[config.mk]
export PLATFORM = sky130hd
export DESIGN_NAME = rmq_fifo
export DESIGN_NICKNAME = d
export VERILOG_FILES = /design/src/rtl/core/rmq_pkg.sv /design/src/rtl/core/rmq_fifo.sv
export SDC_FILE = /design/constraint.sdc
export NUM_CORES = 1
export LEC_CHECK = 0
export BUFFER_PORTS_ARGS = -buffer_cell sky130_fd_sc_hd__buf_2
export CAP_MARGIN = 25
export CORE_MARGIN = 4
export CORE_UTILIZATION = 42
export DETAILED_ROUTE_END_ITERATION = 7
export GPL_TIMING_DRIVEN = 0
export PLACE_DENSITY = 0.64
export SLEW_MARGIN = 0
export SYNTH_ARGS = -nofsm -noshare
export SYNTH_HDL_FRONTEND = slang
export SYNTH_SLANG_ARGS = --single-unit
export TNS_END_PERCENT = 10
[constraint.sdc]
create_clock -name i_clk -period 1.9 [get_ports i_clk]
set_input_delay 0.095 -clock i_clk [delete_from_list [all_inputs] [get_ports i_clk]]
set_output_delay 0.095 -clock i_clk [all_outputs]
set_load 0.02 [all_outputs]
[src/rtl/core/rmq_pkg.sv]
// ----------------------------------------------------------------------------
// rmq_pkg
// Shared codes for the rotation matrix to quaternion block.
// ----------------------------------------------------------------------------
package rmq_pkg;

    typedef logic [1:0] t_case;

    localparam t_case CASE_X = 2'd0;
    localparam t_case CASE_Y = 2'd1;
    localparam t_case CASE_Z = 2'd2;
    localparam t_case CASE_W = 2'd3;

endpackage

[src/rtl/core/rmq_fifo.sv]
// ----------------------------------------------------------------------------
// rmq_fifo
// Short flop queue between the front and the back.
// ----------------------------------------------------------------------------
module rmq_fifo
    import rmq_pkg::*;
#(
    parameter int WIDTH = 8
) (
    input  logic             i_clk,
    input  logic             i_rst_n,
    input  logic             i_push,
    input  logic [WIDTH-1:0] i_data,
    output logic             o_full,
    input  logic             i_pop,
    output logic             o_empty,
    output logic [WIDTH-1:0] o_data
);

    localparam int DEPTH = 4;
    localparam int AW    = $clog2(DEPTH);

    logic [WIDTH-1:0] r_mem [DEPTH];
    logic [AW:0]      r_wr, r_rd;

    assign o_empty = (r_wr == r_rd);
    assign o_full  = (r_wr[AW-1:0] == r_rd[AW-1:0]) && (r_wr[AW] != r_rd[AW]);
    assign o_data  = r_mem[r_rd[AW-1:0]];

    always_ff @(posedge i_clk) begin
        if (!i_rst_n) begin
            r_wr <= '0;
            r_rd <= '0;
        end else begin
            if (i_push) begin
                r_wr <= r_wr + 1'b1;
            end
            if (i_pop) begin
                r_rd <= r_rd + 1'b1;
            end
        end
    end

    always_ff @(posedge i_clk) begin
        if (i_push) begin
            r_mem[r_wr[AW-1:0]] <= i_data;
        end
    end

endmodule

==> results.json, run 1 <==
{
  "placement.io_buffers": 20,
  "ios": 22,
  "antenna_found_initial": 0,
  "rows": 21,
  "hold_path_class": "primary input to register",
  "p_int_mw": 1.35,
  "clock-sinks": 40,
  "diodes": 0,
  "drive_above_1_share_pct": 36.9,
  "layoutNonFillerInstCount": 157,
  "die_h_um": 69.0,
  "synth_area_leader_cell": "edfxtp_1",
  "gp_congestion": 0.643,
  "syn_inst": 83,
  "cts_root_buffer": "clkbuf_8",
  "numCtsBuffers": 5,
  "critical_path.max_fanout": 8,
  "die_x_um": 69.0,
  "coreArea_um2": 3470,
  "synth_area_um2": 1560,
  "use_met3_pct": 4.05,
  "placed_cells": 149,
  "ant_nets": 0,
  "ys.warnings.count": 0,
  "drcViolationCount": 0,
  "async_flop_share_pct": 0,
  "timing.final.crit_share_pct": 82.5,
  "synth_flop_cell": "edfxtp_1",
  "leakage_nw": 0.663,
  "via_count": 759,
  "ys_top_cells_by_count": "edfxtp_1 (32), dfxtp_1 (8), mux4_2 (8)",
  "nNetsFinal": 127,
  "cp-start-kind": "register",
  "hold_buffers": 0,
  "cts_max_level": 2,
  "first_pass_iters": 4,
  "grtUsageTotal_pct": 12.2,
  "clockPowerShare_pct": 30.5,
  "synth.top_cell.area_share_pct": 61.5,
  "cts_tree": "yes",
  "slew-limit-headroom_pct": 70.9,
  "drt_wl_total_um": 2440,
  "worstPathArrival_ps": 1470,
  "hold_viol": 0,
  "ys_ff_latch": 40,
  "grt.busiest_layer": "met2",
  "ir_drop_uv": 486,
  "cts_resized": 0,
  "finalSetupViolations": 0,
  "synth_edf_count": 32,
  "wl_per_cell_um": 15.6,
  "status": "finished, final reports clean",
  "combPwrFrac_pct": 12.7,
  "clk_path_buf_depth": 2,
  "synth_most_common_cell": "edfxtp_1",
  "dieArea_um2": 4760,
  "timing.fmax_mhz": 638,
  "dr.first_iter.drc_count": 44,
  "period_minus_slack_ps": 1570,
  "p_per_area_nw_per_um2": 985,
  "sw_frac_of_total_pct": 24.4,
  "use_met2_pct": 19.0,
  "required_ps": 1800,
  "cts_setup_buffers": 0,
  "clk_pin_slew_worst_paths_ps": 80,
  "use_met1_pct": 14.7,
  "maxCapViolations": 0,
  "dpl.hpwl_um": 1640,
  "grt_max_degree": 14,
  "synth_cell_types": 18,
  "area_growth_pct": 15.7,
  "initial_core_util_pct": 45.0,
  "grt_pass1_wl_um": 3900,
  "syn-num-nets": 100,
  "finalSetupTns_ps": 0,
  "finClkSkew_ps": 9.84,
  "critPathCaptureType": "output pin",
  "avgSynthCellArea_um2": 18.8,
  "ys_seq_area_share_pct": 71.8,
  "grt_pass1_vias": 826,
  "rrSetupSlack_ps": 480,
  "synth_area_leaders": "edfxtp_1 (62%), mux4_2 (12%), dfxtp_1 (10%)",
  "vias_per_cell": 4.83,
  "clock_latency_ps": 290,
  "p_sw_mw": 0.435,
  "p_seq_share_pct": 56.8,
  "rsz0062_at_grt": "no",
  "drv_slew": 0,
  "worst-slew-pin-transition_ps": 437,
  "grt.overflow.total": 0,
  "criticalPathCategory": "register to output pin"
}
power groups by stage:
stage               combinational [mW]  sequential, mW  clock, mW
global route                     0.250            1.02      0.599
detailed placement               0.231            1.03          0
CTS                              0.232            1.01      0.563
global placement                 0.225            1.03          0
finish                           0.226            1.01      0.543
floorplan                        0.160            1.03          0
layout by cell type (no fill, tap or decap), types with 2 or more instances in the layout:
cell type	instances
edfxtp_1	32
buf_2	21
mux4_2	8
dfxtp_1	8
nor2_1	5
ha_1	5
clkbuf_8	5
and2_1	4
inv_1	3
xnor2_1	3
xor2_1	2
mux2i_1	2
a21bo_2	2
nand3b_1	2
a21oi_1	2
clkinv_2	2
kinds of logic (layout without fill, tap and decap cells):
logic type / Yosys count / in the layout / synth area share [%]
compound gates: 4 / 4 / 1.92
xor+xnor: 5 / 5 / 2.80
fa+ha+maj: 5 / 5 / 4.01
buf+inv: 6 / 34 / 2.08
flops: 40 / 40 / 71.8
mux: 10 / 10 / 12.8
simple gates: 13 / 13 / 4.57
final timing paths:
path	start	endpoint	cells past startpoint
setup / recovery	register	o_data[6]	3
hold / removal	i_data[1]	r_mem[2][1]$_DFFE_PP_	1
setup reg to reg	r_wr[0]$_SDFFE_PN0P_	r_mem[3][1]$_DFFE_PP_	2
hold reg to reg	r_wr[2]$_SDFFE_PN0P_	r_wr[2]$_SDFFE_PN0P_	2
metrics by stage:
step,power (mW),hold WS [ps],utilization [%],setup WS [ps],instance area (µm²)
after global routing,1.86,15.6,52.1,276,1810
after detailed placement,1.26,316,49.6,470,1720
after global placement,1.25,306,49.6,483,1720
final,1.78,18.3,52.1,333,1810
after floorplan,1.19,194,-,702,1560
after CTS,1.81,5.61,52.1,308,1810
critical path: stages, from the launching register on:
cell and delay, ps:
dfxtp_1 330, buf_6 160, mux4_2 520, buf_2 170
layer usage:
layer  vias up  share of wire (%)
li1        368                  -
met1       366                 43
met2        17                 49
met3         8                5.6
met4         0                2.6
met5         -                  0
sequential cells by signal, indices dropped and copies added, names as in the netlist, named ones only:
signal / count
r_rd: 3
r_mem: 32
r_wr: 3
area by class of cell:
type                            count  area (µm²)
Tap cell                           46        57.6
Fill cell                         310        1660
Clock inverter                      3        18.8
Buffer                              3        21.3
Multi-Input combinational cell     37         408
Sequential cell                    40        1120
Clock buffer                        5        68.8
Inverter                            3        11.3
Timing Repair Buffer               20         100
Note: power is estimated with default switching activity, not from simulation.
==> run 2, diff against run 1 <==
--- a/config.mk
+++ b/config.mk
@@ -5,13 +5,14 @@
 export SDC_FILE = /design/constraint.sdc
 export NUM_CORES = 1
 export LEC_CHECK = 0
+export ABC_AREA = 1
 export BUFFER_PORTS_ARGS = -buffer_cell sky130_fd_sc_hd__buf_2
 export CAP_MARGIN = 25
 export CORE_MARGIN = 4
 export CORE_UTILIZATION = 42
 export DETAILED_ROUTE_END_ITERATION = 7
 export GPL_TIMING_DRIVEN = 0
-export PLACE_DENSITY = 0.64
+export PLACE_DENSITY = 0.63
 export SLEW_MARGIN = 0
 export SYNTH_ARGS = -nofsm -noshare
 export SYNTH_HDL_FRONTEND = slang
==> constraint.sdc (replaced) <==
create_clock -name i_clk -period 1.5 [get_ports i_clk]
set_input_delay 0.075 -clock i_clk [delete_from_list [all_inputs] [get_ports i_clk]]
set_output_delay 0.075 -clock i_clk [all_outputs]
set_load 0.02 [all_outputs]
==> results.json, run 2 <==
{
  "crit_family": "buffers and inverters",
  "die_h_um": 72.4,
  "dr.first_iter.drc_count": 43,
  "hold_viol": 0,
  "grt_max_degree": 12,
  "synth_cell_types": 18,
  "dieArea_um2": 5240,
  "initial_core_util_pct": 43.5,
  "gp_congestion": 0.736,
  "drive_above_1_share_pct": 15.0,
  "critical_path_buf_inv_count": 2,
  "grt_pass1_vias": 1010,
  "cts_resized": 0,
  "maxCapViolations": 0,
  "grt.overflow.total": 0,
  "synth_area_um2": 1740,
  "maxUsedRoutingLayer": "met4",
  "nNetsFinal": 223,
  "synth_compound_area_share_pct": 1.73,
  "required_ps": 1420,
  "synth_edf_count": 32,
  "worst-slew-pin-transition_ps": 393,
  "slew-limit-headroom_pct": 73.6,
  "syn_inst": 175,
  "cts_tree": "yes",
  "power_mw": 2.19,
  "finalSetupViolations": 0,
  "ant_nets": 0,
  "ys.warnings.count": 0,
  "ys_ff_latch": 40,
  "cp-start-kind": "register",
  "ios": 22,
  "synth.top_cell.area_share_pct": 55.2,
  "diodes": 0,
  "placed_cell_area_um2": 1910,
  "finalSetupTns_ps": 0,
  "wl_met2_um": 1350,
  "drcViolationCount": 0,
  "die_x_um": 72.4,
  "max_stage_delay_ps": 410,
  "syn-num-nets": 192,
  "antenna_found_initial": 0,
  "crit_cells": 5,
  "rows": 23,
  "mostFrequentLayoutCells": "nand2_1 (50), edfxtp_1 (32), inv_1 (25)",
  "period_minus_slack_ps": 1390,
  "final_area_um2": 2010,
  "hold_path_class": "primary input to register",
  "wl_per_cell_um": 10.9,
  "worstPathArrival_ps": 1320,
  "coreArea_um2": 4000,
  "drv_slew": 0,
  "clk_pin_slew_worst_paths_ps": 70,
  "criticalPathCategory": "register to output pin",
  "numCtsBuffers": 5,
  "synth_top_family_by_area": "simple AND/OR/NAND/NOR gates",
  "synth_simple_gate_area_share_pct": 21.4,
  "critPathCaptureType": "output pin",
  "critical_path.max_fanout": 10,
  "dpl.hpwl_um": 1880,
  "leakage_nw": 0.904,
  "synth_area_leader_cell": "edfxtp_1",
  "ys_seq_area_share_pct": 64.4,
  "grtUsageTotal_pct": 11.6,
  "timing.final.crit_share_pct": 92.7,
  "clk_path_buf_depth": 2,
  "holdWs_ps": 8.84,
  "r2r-start": "r_wr[0]$_SDFFE_PN0P_",
  "async_flop_share_pct": 0,
  "vias_per_cell": 4.39,
  "clock_latency_ps": 280,
  "largest_reg_flops": 32,
  "r2r_cells": 3,
  "placement.io_buffers": 21,
  "status": "finished, final reports clean",
  "cts_root_buffer": "clkbuf_8",
  "p_per_area_nw_per_um2": 1080,
  "cpMostUsedCell": "nand2_1",
  "synth-adder-area-share_pct": 3.59,
  "ys_top_cells_by_count": "nand2_1 (50), edfxtp_1 (32), inv_1 (25)",
  "grt_pass1_wl_um": 4440,
  "rsz0062_at_grt": "no",
  "area_growth_pct": 15.7,
  "route.met3.wl_um": 139,
  "drt_wl_total_um": 2790,
  "synth_mux_area_share_pct": 0,
  "cts_setup_buffers": 0,
  "clock-sinks": 40,
  "final_common_cell": "nand2_1",
  "crit_chain": "buf_2, nand2_1, nand2_1, nand2_1, buf_2",
  "first_pass_iters": 4,
  "ir_drop_uv": 491,
  "synth-xor-area-share_pct": 1.01,
  "via_count": 1125,
  "timing.fmax_mhz": 719,
  "cts_max_level": 2,
  "finClkSkew_ps": 3.91,
  "synth_most_common_cell": "nand2_1",
  "slowest_stage": "dfxtp_1",
  "hold-path-cell-count": 1,
  "synth_area_leaders": "edfxtp_1 (55%), nand2_1 (11%), dfxtp_1 (9.2%)",
  "synth_flop_cell": "edfxtp_1",
  "min_from": "i_data[5]",
  "met1_length_um": 1260,
  "avgSynthCellArea_um2": 9.95
}
[run 2: cell count changes in the layout (fill, tap and decap cells not counted), moves of 3 or more]
cell and delta:
inv_1 +22, nor2_1 +19, clkinv_1 +3, or2_1 +3, dlygate4sd3_1 +3, nand3_1 +9, or2_0 +5, nand2_1 +50
mux4_2 -8, and2_1 -4
[run 2: power breakdown]
part | total [mW] | switching, mW | internal [mW]
clock network | 0.614 | 0.308 | 0.306
logic | 0.300 | 0.192 | 0.108
registers | 1.27 | 0.0212 | 1.25
[run 2: layout make-up]
cell class                 count  area (µm²)
clock inverter                 2        7.51
buffer                         4        35.0
sequential                    40        1120
fill                         365        1990
timing repair buffer          24         135
multi-input combinational    104         483
inverter                      27         101
clock buffer                   5        68.8
tap                           50        62.6
[run 2: repair_timing]
| action | in CTS | in global routing |
|---|---|---|
| endpoints found under the hold margin | 8 | 2 |
| setup endpoints to repair | 0 | 0 |
| hold buffers | 2 | 1 |
[run 2: stage by stage]
step	utilization (%)	worst slack (ps)	std cells
after floorplan	-	386	175
after CTS	50.1	69.0	255
after detailed placement	47.7	129	246
after global placement	47.7	144	246
final	50.4	110	256
after global routing	50.4	2.86	256
[run 2: cells by family (layout without fill, tap and decap cells)]
group	Yosys count	after routing
and+or+nand+nor	91	91
adders and majority gates	5	5
AOI/OAI and AO/OA	6	6
xor gates and xnor gates	2	2
DFF	40	40
buffers and inverters	31	62
[run 2: worst register-to-register path, stage by stage (launching register included)]
cell and delay, ps:
dfxtp_1 350, ha_1 210, nand2_1 60, clkinv_1 320
[run 2: worst paths after layout]
path                                 to  slack (ps)
setup / recovery              o_data[5]         110
hold / removal    r_mem[3][5]$_DFFE_PP_           9
setup reg to reg  r_mem[3][4]$_DFFE_PP_         190
hold reg to reg    r_wr[2]$_SDFFE_PN0P_         550
[run 2: per-layer routing]
| metal | vias to the layer above | GRT usage [%] |
|---|---|---|
| met2 | 26 | 19.8 |
| li1 | 606 | - |
| met3 | 5 | 3.46 |
| met4 | 0 | 4.30 |
| met5 | - | 0 |
| met1 | 488 | 13.9 |
