--- config.mk ---
export PLATFORM = sky130hd
export DESIGN_NAME = rmq_front
export DESIGN_NICKNAME = d
export VERILOG_FILES = /design/src/rtl/core/rmq_pkg.sv /design/src/rtl/core/rmq_front.sv
export SDC_FILE = /design/constraint.sdc
export NUM_CORES = 1
export LEC_CHECK = 0
export ABC_CLOCK_PERIOD_IN_PS = 16600
export BUFFER_PORTS_ARGS = -buffer_cell sky130_fd_sc_hd__clkbuf_2
export CORE_UTILIZATION = 45
export CTS_CLUSTER_SIZE = 10
export DETAILED_ROUTE_END_ITERATION = 8
export GPL_ROUTABILITY_DRIVEN = 0
export PLACE_DENSITY_LB_ADDON = 0.08
export SLEW_MARGIN = 40
export SYNTH_ARGS = -nofsm -noshare
export SYNTH_HDL_FRONTEND = slang
export SYNTH_SLANG_ARGS = --single-unit
export TNS_END_PERCENT = 1
--- constraint.sdc ---
create_clock -name i_clk -period 16.6 [get_ports i_clk]
set_input_delay 4.15 -clock i_clk [delete_from_list [all_inputs] [get_ports i_clk]]
set_output_delay 4.15 -clock i_clk [all_outputs]
set_load 0.05 [all_outputs]
--- src/rtl/core/rmq_pkg.sv ---
// ----------------------------------------------------------------------------
// rmq_pkg
// Shared codes for the rotation matrix to quaternion block.
// ----------------------------------------------------------------------------
package rmq_pkg;

    typedef logic [1:0] t_case;

    localparam t_case CASE_X = 2'd0;
    localparam t_case CASE_Y = 2'd1;
    localparam t_case CASE_Z = 2'd2;
    localparam t_case CASE_W = 2'd3;

endpackage

--- src/rtl/core/rmq_front.sv ---
// ----------------------------------------------------------------------------
// rmq_front
// Accepts a matrix, picks the largest diagonal combination and packs the
// radicand, the pick and the three off-diagonal magnitudes and signs.
// ----------------------------------------------------------------------------
module rmq_front
    import rmq_pkg::*;
#(
    parameter int DATA_WIDTH = 16,
    parameter int FRAC_BITS  = 14
) (
    input  logic                                i_clk,
    input  logic                                i_rst_n,
    input  logic                                i_valid,
    output logic                                o_stall,
    input  logic signed [DATA_WIDTH-1:0]        i_m00,
    input  logic signed [DATA_WIDTH-1:0]        i_m01,
    input  logic signed [DATA_WIDTH-1:0]        i_m02,
    input  logic signed [DATA_WIDTH-1:0]        i_m10,
    input  logic signed [DATA_WIDTH-1:0]        i_m11,
    input  logic signed [DATA_WIDTH-1:0]        i_m12,
    input  logic signed [DATA_WIDTH-1:0]        i_m20,
    input  logic signed [DATA_WIDTH-1:0]        i_m21,
    input  logic signed [DATA_WIDTH-1:0]        i_m22,
    input  logic                                i_full,
    output logic                                o_push,
    output logic [3*(DATA_WIDTH+1)+(((DATA_WIDTH>FRAC_BITS+1)?DATA_WIDTH:FRAC_BITS+1)
                  +FRAC_BITS)+6-1:0]            o_item
);

    localparam int DW = DATA_WIDTH;
    localparam int FB = FRAC_BITS;
    localparam int SW = DW + 2;
    localparam int CW = ((DW > FB + 1) ? DW : FB + 1) + 3;
    localparam int RW = CW - 1 + FB - 2;
    localparam int MW = DW + 1;
    localparam int IW = RW + 3 * MW + 6;

    logic signed [SW-1:0] cx, cy, cz, cw, best;
    logic signed [CW-1:0] rad;
    t_case                pick;
    logic                 ident;
    logic [RW-1:0]        radicand;
    logic signed [MW-1:0] s_a, s_b, s_c, d_x, d_y, d_z;
    logic signed [MW-1:0] lane [3];
    logic [MW-1:0]        mag [3];
    logic [2:0]           neg;
    logic [IW-1:0]        n_item;
    logic [IW-1:0]        r_item;
    logic                 r_vld;

    always_comb begin
        cx = SW'(i_m00) - SW'(i_m11) - SW'(i_m22);
        cy = SW'(i_m11) - SW'(i_m00) - SW'(i_m22);
        cz = SW'(i_m22) - SW'(i_m00) - SW'(i_m11);
        cw = SW'(i_m00) + SW'(i_m11) + SW'(i_m22);
        best = cw;
        pick = CASE_W;
        if (cx > best) begin
            best = cx;
            pick = CASE_X;
        end
        if (cy > best) begin
            best = cy;
            pick = CASE_Y;
        end
        if (cz > best) begin
            best = cz;
            pick = CASE_Z;
        end
        rad = CW'(best) + (CW'(1) << FB);
        ident = (rad <= 0);
        radicand = ident ? '0 : {rad[CW-2:0], {(FB-2){1'b0}}};

        s_a = MW'(i_m01) + MW'(i_m10);
        s_b = MW'(i_m20) + MW'(i_m02);
        s_c = MW'(i_m12) + MW'(i_m21);
        d_x = MW'(i_m12) - MW'(i_m21);
        d_y = MW'(i_m20) - MW'(i_m02);
        d_z = MW'(i_m01) - MW'(i_m10);

        unique case (pick)
            CASE_X: begin
                lane[0] = s_a; lane[1] = s_b; lane[2] = d_x;
            end
            CASE_Y: begin
                lane[0] = s_a; lane[1] = s_c; lane[2] = d_y;
            end
            CASE_Z: begin
                lane[0] = s_b; lane[1] = s_c; lane[2] = d_z;
            end
            default: begin
                lane[0] = d_x; lane[1] = d_y; lane[2] = d_z;
            end
        endcase

        for (int l = 0; l < 3; l++) begin
            neg[l] = lane[l][MW-1];
            mag[l] = neg[l] ? MW'(-lane[l]) : MW'(lane[l]);
        end

        n_item = {ident, pick, neg, mag[2], mag[1], mag[0], radicand};
    end

    assign o_stall = r_vld & i_full;
    assign o_push  = r_vld & ~i_full;
    assign o_item  = r_item;

    always_ff @(posedge i_clk) begin
        if (!i_rst_n) begin
            r_vld <= 1'b0;
        end else if (!o_stall) begin
            r_vld <= i_valid;
        end
    end

    always_ff @(posedge i_clk) begin
        if (!o_stall) begin
            r_item <= n_item;
        end
    end

endmodule

==> flow_summary.yaml, run 1 <==
floorplanning:
  die_w_um: 186.4
  ios: 237
  core_area_um2: 33530
  dieArea_um2: 34740
  num_rows: 67
  die_h_um: 186.4
  start_util_pct: 45.63
worst_setup_path:
  cp_data_arrival_time_ps: 15820
  r2r_cells: 1
  required_ps: 16720
  cpMaxStageDelayCell: "fa_1"
  startpoint_type: "primary input"
  end_kind: "flop"
  worstPathMaxFanout: 43
  slowest_delay_ps: 630
  path_class: "in2reg"
  rr_endpoint: "o_item[61]"
  rrSetupSlack_ps: 15410
  r2r-start: "r_vld"
worst_hold_path:
  hold_start: "r_vld"
  hold_end: "o_item[21]"
  min_delay_path_depth: 1
  min_path_type: "reg2reg"
clock_network:
  clk_path_buf_depth: 2
  cts_buffers: 9
  h-tree-depth: 3
  post-cts-setup-buffers: 0
  clkSinkCount: 76
  cts.reportedPaths.clkPinSlew_ps: 60
  cts-root-buf: "clkbuf_16"
  clk_latency_ps: 330
  cts_tree: "done"
finish:
  syn_to_final_growth_pct: 12.31
  nFillCells: 3327
  drive_above_1_share_pct: 15.43
  antennaDiodeCount: 0
  nets: 2484
timing:
  tightest_slew_ps: 887.1
  rsz0062_at_grt: "no"
  final.setup.tns_ps: 0
  slew_headroom_pct: 40.44
  drv_slew: 0
  setup_viol: 0
  period_share_pct: 94.61
  skew_ps: 3.882
  finalHoldViolCount: 0
  period_needed_ps: 15700
  fmax_ghz: 0.06368
global_route:
  grt_max_degree: 77
  grt_pass1_wl_um: 73000
  grt_pass1_vias: 13140
  antenna_found_initial: 0
  grt_overflow: 0
  grt_usage_pct: 26.42
yosys:
  syn_area_um2: 15300
  synth_cell_types: 105
  synthArstFlopShare_pct: 0
  synth_seq_cells: 76
  synth_ff_type: "edfxtp_1"
  synth_warnings: 0
  synth_edf_count: 75
  synth_seq_area_share_pct: 14.85
  post_synth.cell_area_avg_um2: 8.252
  synthCells: 1854
routing:
  drcViolationCount: 0
  routed_wl_um: 46580
  dr.pass1.iters: 6
  num_vias: 14120
  routedWlPerCell_um: 18.62
  drtIter0Drc: 1201
  drtAntennaViolNets: 0
  via_per_inst: 5.643
placed_design:
  portBuffers: 224
  hpwl_um: 40110
run_status:
  status: "finished clean"
flow_run:
  max_cap_viol_count: 0
-- flip-flops by register name (all words and copies together), names as in the netlist --
register / count
r_vld: 1
o_item: 75
-- Yosys cell counts, drive strengths merged, types with 36 or more instances --
| master | instances | area, um^2 |
|---|---|---|
| fa | 71 | 1421 |
| edfxtp | 75 | 2252 |
| xnor2 | 134 | 1181 |
| xor2 | 45 | 394.1 |
| o21ai | 116 | 591.8 |
| a21oi | 158 | 798.3 |
| clkbuf | 36 | 135.1 |
| inv | 231 | 867.1 |
| nor2 | 144 | 560.5 |
| nand2 | 116 | 440.4 |
| a21o | 39 | 292.8 |
| ha | 216 | 2703 |
-- how the worst max path moves through the flow --
stage	from	endpoint	slack, ps	cells after the start
3_5_place_dp	i_m00[3]	o_item[46]	720	48
5_1_grt	i_m00[3]	o_item[45]	90	45
3_3_place_gp	i_m00[3]	o_item[46]	680	48
4_1_cts	i_m00[3]	o_item[46]	1020	48
2_1_floorplan	i_m00[3]	o_item[17]	1260	54
6_report	i_m00[4]	o_item[46]	900	46
-- critical path: cells and delay by family --
kind,cells,cell delay (ps)
simple gates,14,3130
buf+inv,5,870
mux,1,330
xor+xnor,1,190
compound gates,20,5350
fa+ha+maj,5,1750
-- metal layers --
metal  wire [um]  GRT usage [%]
met4         519          3.592
met5           0              0
met1       24150          42.84
met2       18040          36.84
met3        3866          3.837
-- final cells by class --
class                      count  area (um^2)  area share [%]
clock buffer                   9        225.2           1.311
clock inverter                 7        98.84          0.5753
inverter                     231        867.1           5.046
multi-input combinational   1498        11960           69.59
sequential                    76         2272           13.22
tap                          448        560.5           3.262
timing repair buffer         233         1201           6.990
-- what timing repair did --
item,CTS,global route
gates resized for setup,0,1
hold buffers,0,0
setup endpoints to repair,0,25
-- through the flow --
step                setup slack, ps  std cells  cell area (um^2)  hold slack, ps  util, %
finish                        895.4       2502             17180            1026    51.24
global route                  86.05       2502             17180            1125    51.24
CTS                            1022       2501             17170            1055    51.19
detailed placement            717.3       2485             16840            1038    50.22
global placement              676.6       2485             16820            1241    50.16
floorplan                      1259       1865             15340            2075        -
-- cells by family after synthesis --
kind of cell,share of synthesized area (%)
DFF,14.85
buffers and inverters,7.655
muxes,2.748
other,0.02451
xor gates and xnor gates,10.30
adders and majority gates,27.09
and+or+nand+nor,14.61
AOI/OAI and AO/OA,22.73
-- cell usage in the layout, fill, tap and decap left out, drive strengths merged, types with 39 or more instances in the layout --
| cell | n |
|---|---|
| clkbuf | 233 |
| nand2 | 116 |
| fa | 71 |
| nor2 | 144 |
| inv | 232 |
| o21ai | 117 |
| a21o | 39 |
| edfxtp | 75 |
| a21oi | 158 |
| ha | 216 |
| xnor2 | 134 |
| xor2 | 45 |
Power of run 1 is not shown: default switching activity piles up to over one toggle a cycle in this logic, so the estimate is an artifact.
==> run 2: changes to the inputs <==
Settings changed: BUFFER_PORTS_ARGS -buffer_cell sky130_fd_sc_hd__clkbuf_2 to unset, DONT_BUFFER_PORTS set to 1.
==> flow_summary.yaml, run 2 (synthesis gave the netlist of run 1 again) <==
run_status:
  status: "finished clean"
global_route:
  grt_max_degree: 77
  grt_pass1_vias: 12470
  grt_overflow: 0
  antenna_found_initial: 0
  grt_usage_pct: 26.20
  grt_pass1_wl_um: 71740
timing:
  setup_viol: 0
  finalHoldViolCount: 0
  final.setup.tns_ps: 0
  drv_slew: 0
  fmax_ghz: 0.06438
  skew_ps: 5.862
  period_share_pct: 93.57
  tightest_slew_ps: 835.6
  worst_hold_slack_ps: 1038
  slew_headroom_pct: 43.82
  rsz0062_at_grt: "no"
  period_needed_ps: 15530
routing:
  via_per_inst: 5.805
  routedWlPerCell_um: 20.28
  num_vias: 13240
  drtIter0Drc: 1189
  routed_wl_um: 46260
  drtAntennaViolNets: 0
  dr.pass1.iters: 7
  drcViolationCount: 0
clock_network:
  clkSinkCount: 76
  post-cts-setup-buffers: 0
  cts.reportedPaths.clkPinSlew_ps: 60
  cts_resized: 0
  clk_path_buf_depth: 2
  cts_buffers: 9
  cts-root-buf: "clkbuf_16"
  h-tree-depth: 3
  ctsHoldBuffers: 0
  cts_tree: "done"
  clk_latency_ps: 330
floorplanning:
  ios: 237
  num_rows: 67
  core_area_um2: 33530
  dieArea_um2: 34740
  start_util_pct: 45.63
  die_h_um: 186.4
  die_w_um: 186.4
worst_setup_path:
  worst-path-buf-inv: 6
  cp.depth: 48
  crit_family: "compound AO/OA/AOI/OAI gates"
  endpoint: "o_item[26]"
  rr_endpoint: "r_vld"
  cp_data_arrival_time_ps: 15610
  startpoint_type: "primary input"
  required_ps: 16680
  cpMaxStageDelayCell: "fa_1"
  worstPathMaxFanout: 31
  r2r-start: "r_vld"
  rrSetupSlack_ps: 15040
  cp-startpoint: "i_m00[3]"
  end_kind: "flop"
  path_class: "in2reg"
  r2r_cells: 3
  slowest_delay_ps: 640
finish:
  syn_to_final_growth_pct: 5.062
  antennaDiodeCount: 0
  largest_register_ffs: 75
  fin_cells: 2281
  drive_above_1_share_pct: 5.237
  regArea_um2: 2272
  final_cell_mix: "229 x inv_1, 216 x ha_1, 155 x a21oi_1, 140 x nor2_1, 133 x xnor2_1"
  nFillCells: 3316
  nets: 2263
  multi_input_area_um2: 11980
  final_common_cell: "inv_1"
placed_design:
  placed_cells: 2265
  portBuffers: 0
  hpwl_um: 40010
worst_hold_path:
  min_path_type: "reg2reg"
  min_delay_path_depth: 1
flow_run:
  max_cap_viol_count: 0
==> run 2: cell count changes in the layout (fill, tap and decap cells not counted), moves of 2 or more <==
| cell | change |
|---|---|
| clkbuf_2 | -224 |
| buf_4 | +5 |
| o21ai_4 | +2 |
| o21ai_2 | -3 |
==> run 2: how the worst min path moves through the flow <==
stage,from,end,slack (ps)
floorplan,r_vld,o_item[12],2080
global placement,r_vld,o_item[84],1250
detailed placement,r_vld,o_item[84],1050
CTS,r_vld,o_item[84],1070
global route,r_vld,o_item[21],1140
finish,r_vld,o_item[84],1040
==> run 2: through the flow <==
step,setup slack (ps),util (%),instance area (um^2)
2_1_floorplan,1259,-,15340
3_3_place_gp,910.3,46.87,15720
3_5_place_dp,885.7,46.96,15750
4_1_cts,1190,47.85,16050
5_1_grt,124.2,47.94,16070
6_report,1067,47.94,16070
==> run 2: routing by layer <==
layer	routed length [um]	part of all wire, %	global-route usage [%]
met1	23620	51	42.11
met2	17700	38	36.04
met3	4505	9.7	5.172
met4	435	0.94	3.242
met5	0	0	0
==> run 2: final cells by class <==
| cell class | count | area share (%) |
|---|---|---|
| multi-input combinational | 1497 | 74.52 |
| timing repair buffer | 13 | 0.6071 |
| sequential | 76 | 14.14 |
| clock inverter | 7 | 0.4593 |
| inverter | 231 | 5.394 |
| clock buffer | 9 | 1.401 |
| tap | 448 | 3.487 |
==> run 2: worst reg2reg max path, cell delays in order, from the launching register on <==
cell and delay [ps]:
dfxtp_1 360, nand2_8 420, inv_1 400, o21a_1 280
Power of run 2 is left out for the same reason.
==> run 3: changes to the inputs <==
Settings changed: MAX_ROUTING_LAYER set to met4.
==> flow_summary.yaml, run 3 (synthesis gave the netlist of run 1 again) <==
run_status:
  status: "finished clean"
routing:
  routed_wl_um: 46200
  drcViolationCount: 0
  drtIter0Drc: 1111
  routedWlPerCell_um: 20.25
  dr.pass1.iters: 6
  num_vias: 13190
  drtAntennaViolNets: 0
  via_per_inst: 5.784
clock_network:
  h-tree-depth: 3
  post-cts-setup-buffers: 0
  clkSinkCount: 76
  cts_tree: "done"
  cts_buffers: 9
  clk_latency_ps: 330
  cts_resized: 0
  ctsHoldBuffers: 0
  cts.reportedPaths.clkPinSlew_ps: 60
  clk_path_buf_depth: 2
  cts-root-buf: "clkbuf_16"
finish:
  drive_above_1_share_pct: 5.237
  final_common_cell: "inv_1"
  antennaDiodeCount: 0
  syn_to_final_growth_pct: 5.062
  nets: 2263
  final_cell_mix: "229 x inv_1, 216 x ha_1, 155 x a21oi_1, 140 x nor2_1, 133 x xnor2_1"
  largest_register_ffs: 75
timing:
  skew_ps: 5.301
  finalHoldViolCount: 0
  final.setup.tns_ps: 0
  fmax_ghz: 0.06428
  setup_viol: 0
  rsz0062_at_grt: "no"
  period_needed_ps: 15560
  drv_slew: 0
  period_share_pct: 93.72
  tightest_slew_ps: 834.5
  slew_headroom_pct: 44.00
global_route:
  grt_overflow: 0
  grt_usage_pct: 26.99
  grt_pass1_vias: 12480
  antenna_found_initial: 0
  grt_pass1_wl_um: 71720
  grt_max_degree: 77
floorplanning:
  dieArea_um2: 34740
  start_util_pct: 45.63
  core_area_um2: 33530
  num_rows: 67
  ios: 237
  die_h_um: 186.4
  die_w_um: 186.4
worst_setup_path:
  slowest_delay_ps: 640
  end_kind: "flop"
  path_class: "in2reg"
  crit_family: "compound AO/OA/AOI/OAI gates"
  startpoint_type: "primary input"
  worstPathMaxFanout: 31
  cp_data_arrival_time_ps: 15630
  worst-path-buf-inv: 6
  cpMaxStageDelayCell: "fa_1"
  required_ps: 16680
flow_run:
  max_cap_viol_count: 0
placed_design:
  hpwl_um: 40010
  portBuffers: 0
worst_hold_path:
  min_path_type: "reg2reg"
[run 3: cell counts in the layout (fill, tap and decap cells not counted)]
Identical to the previous run, type by type.
[run 3: final timing paths]
| kind | start | to | slack (ps) | cells past startpoint |
|---|---|---|---|---|
| max | i_m00[3] | o_item[26] | 1040 | 48 |
| min | r_vld | o_item[22] | 1040 | 1 |
| max reg2reg | r_vld | r_vld | 15050 | 3 |
| min reg2reg | r_vld | o_item[22] | 1040 | 1 |
[run 3: layer usage]
metal	GRT usage, %	vias up	routed length [um]
li1	-	6387	-
met1	42.27	6219	23600
met2	36.18	554	17680
met3	4.871	33	4498
met4	2.956	0	425
met5	-	-	0
[run 3: layout make-up]
type / count / area (um^2)
clock buffer: 9 / 225.2
clock inverter: 7 / 73.82
fill: 3316 / 17460
inverter: 231 / 867.1
multi-input combinational: 1497 / 11980
sequential: 76 / 2272
tap: 448 / 560.5
timing repair buffer: 13 / 97.59
[run 3: metrics by stage]
stage	std cells	instance area [um^2]	util [%]	setup WS, ps	hold WS, ps
final	2281	16070	47.94	1043	1036
after global routing	2281	16070	47.94	119.4	1137
after CTS	2281	16050	47.85	1190	1067
after detailed placement	2265	15750	46.96	885.7	1050
after global placement	2265	15720	46.87	910.3	1249
after floorplan	1865	15340	-	1259	2075
Power of run 3 is left out for the same reason.
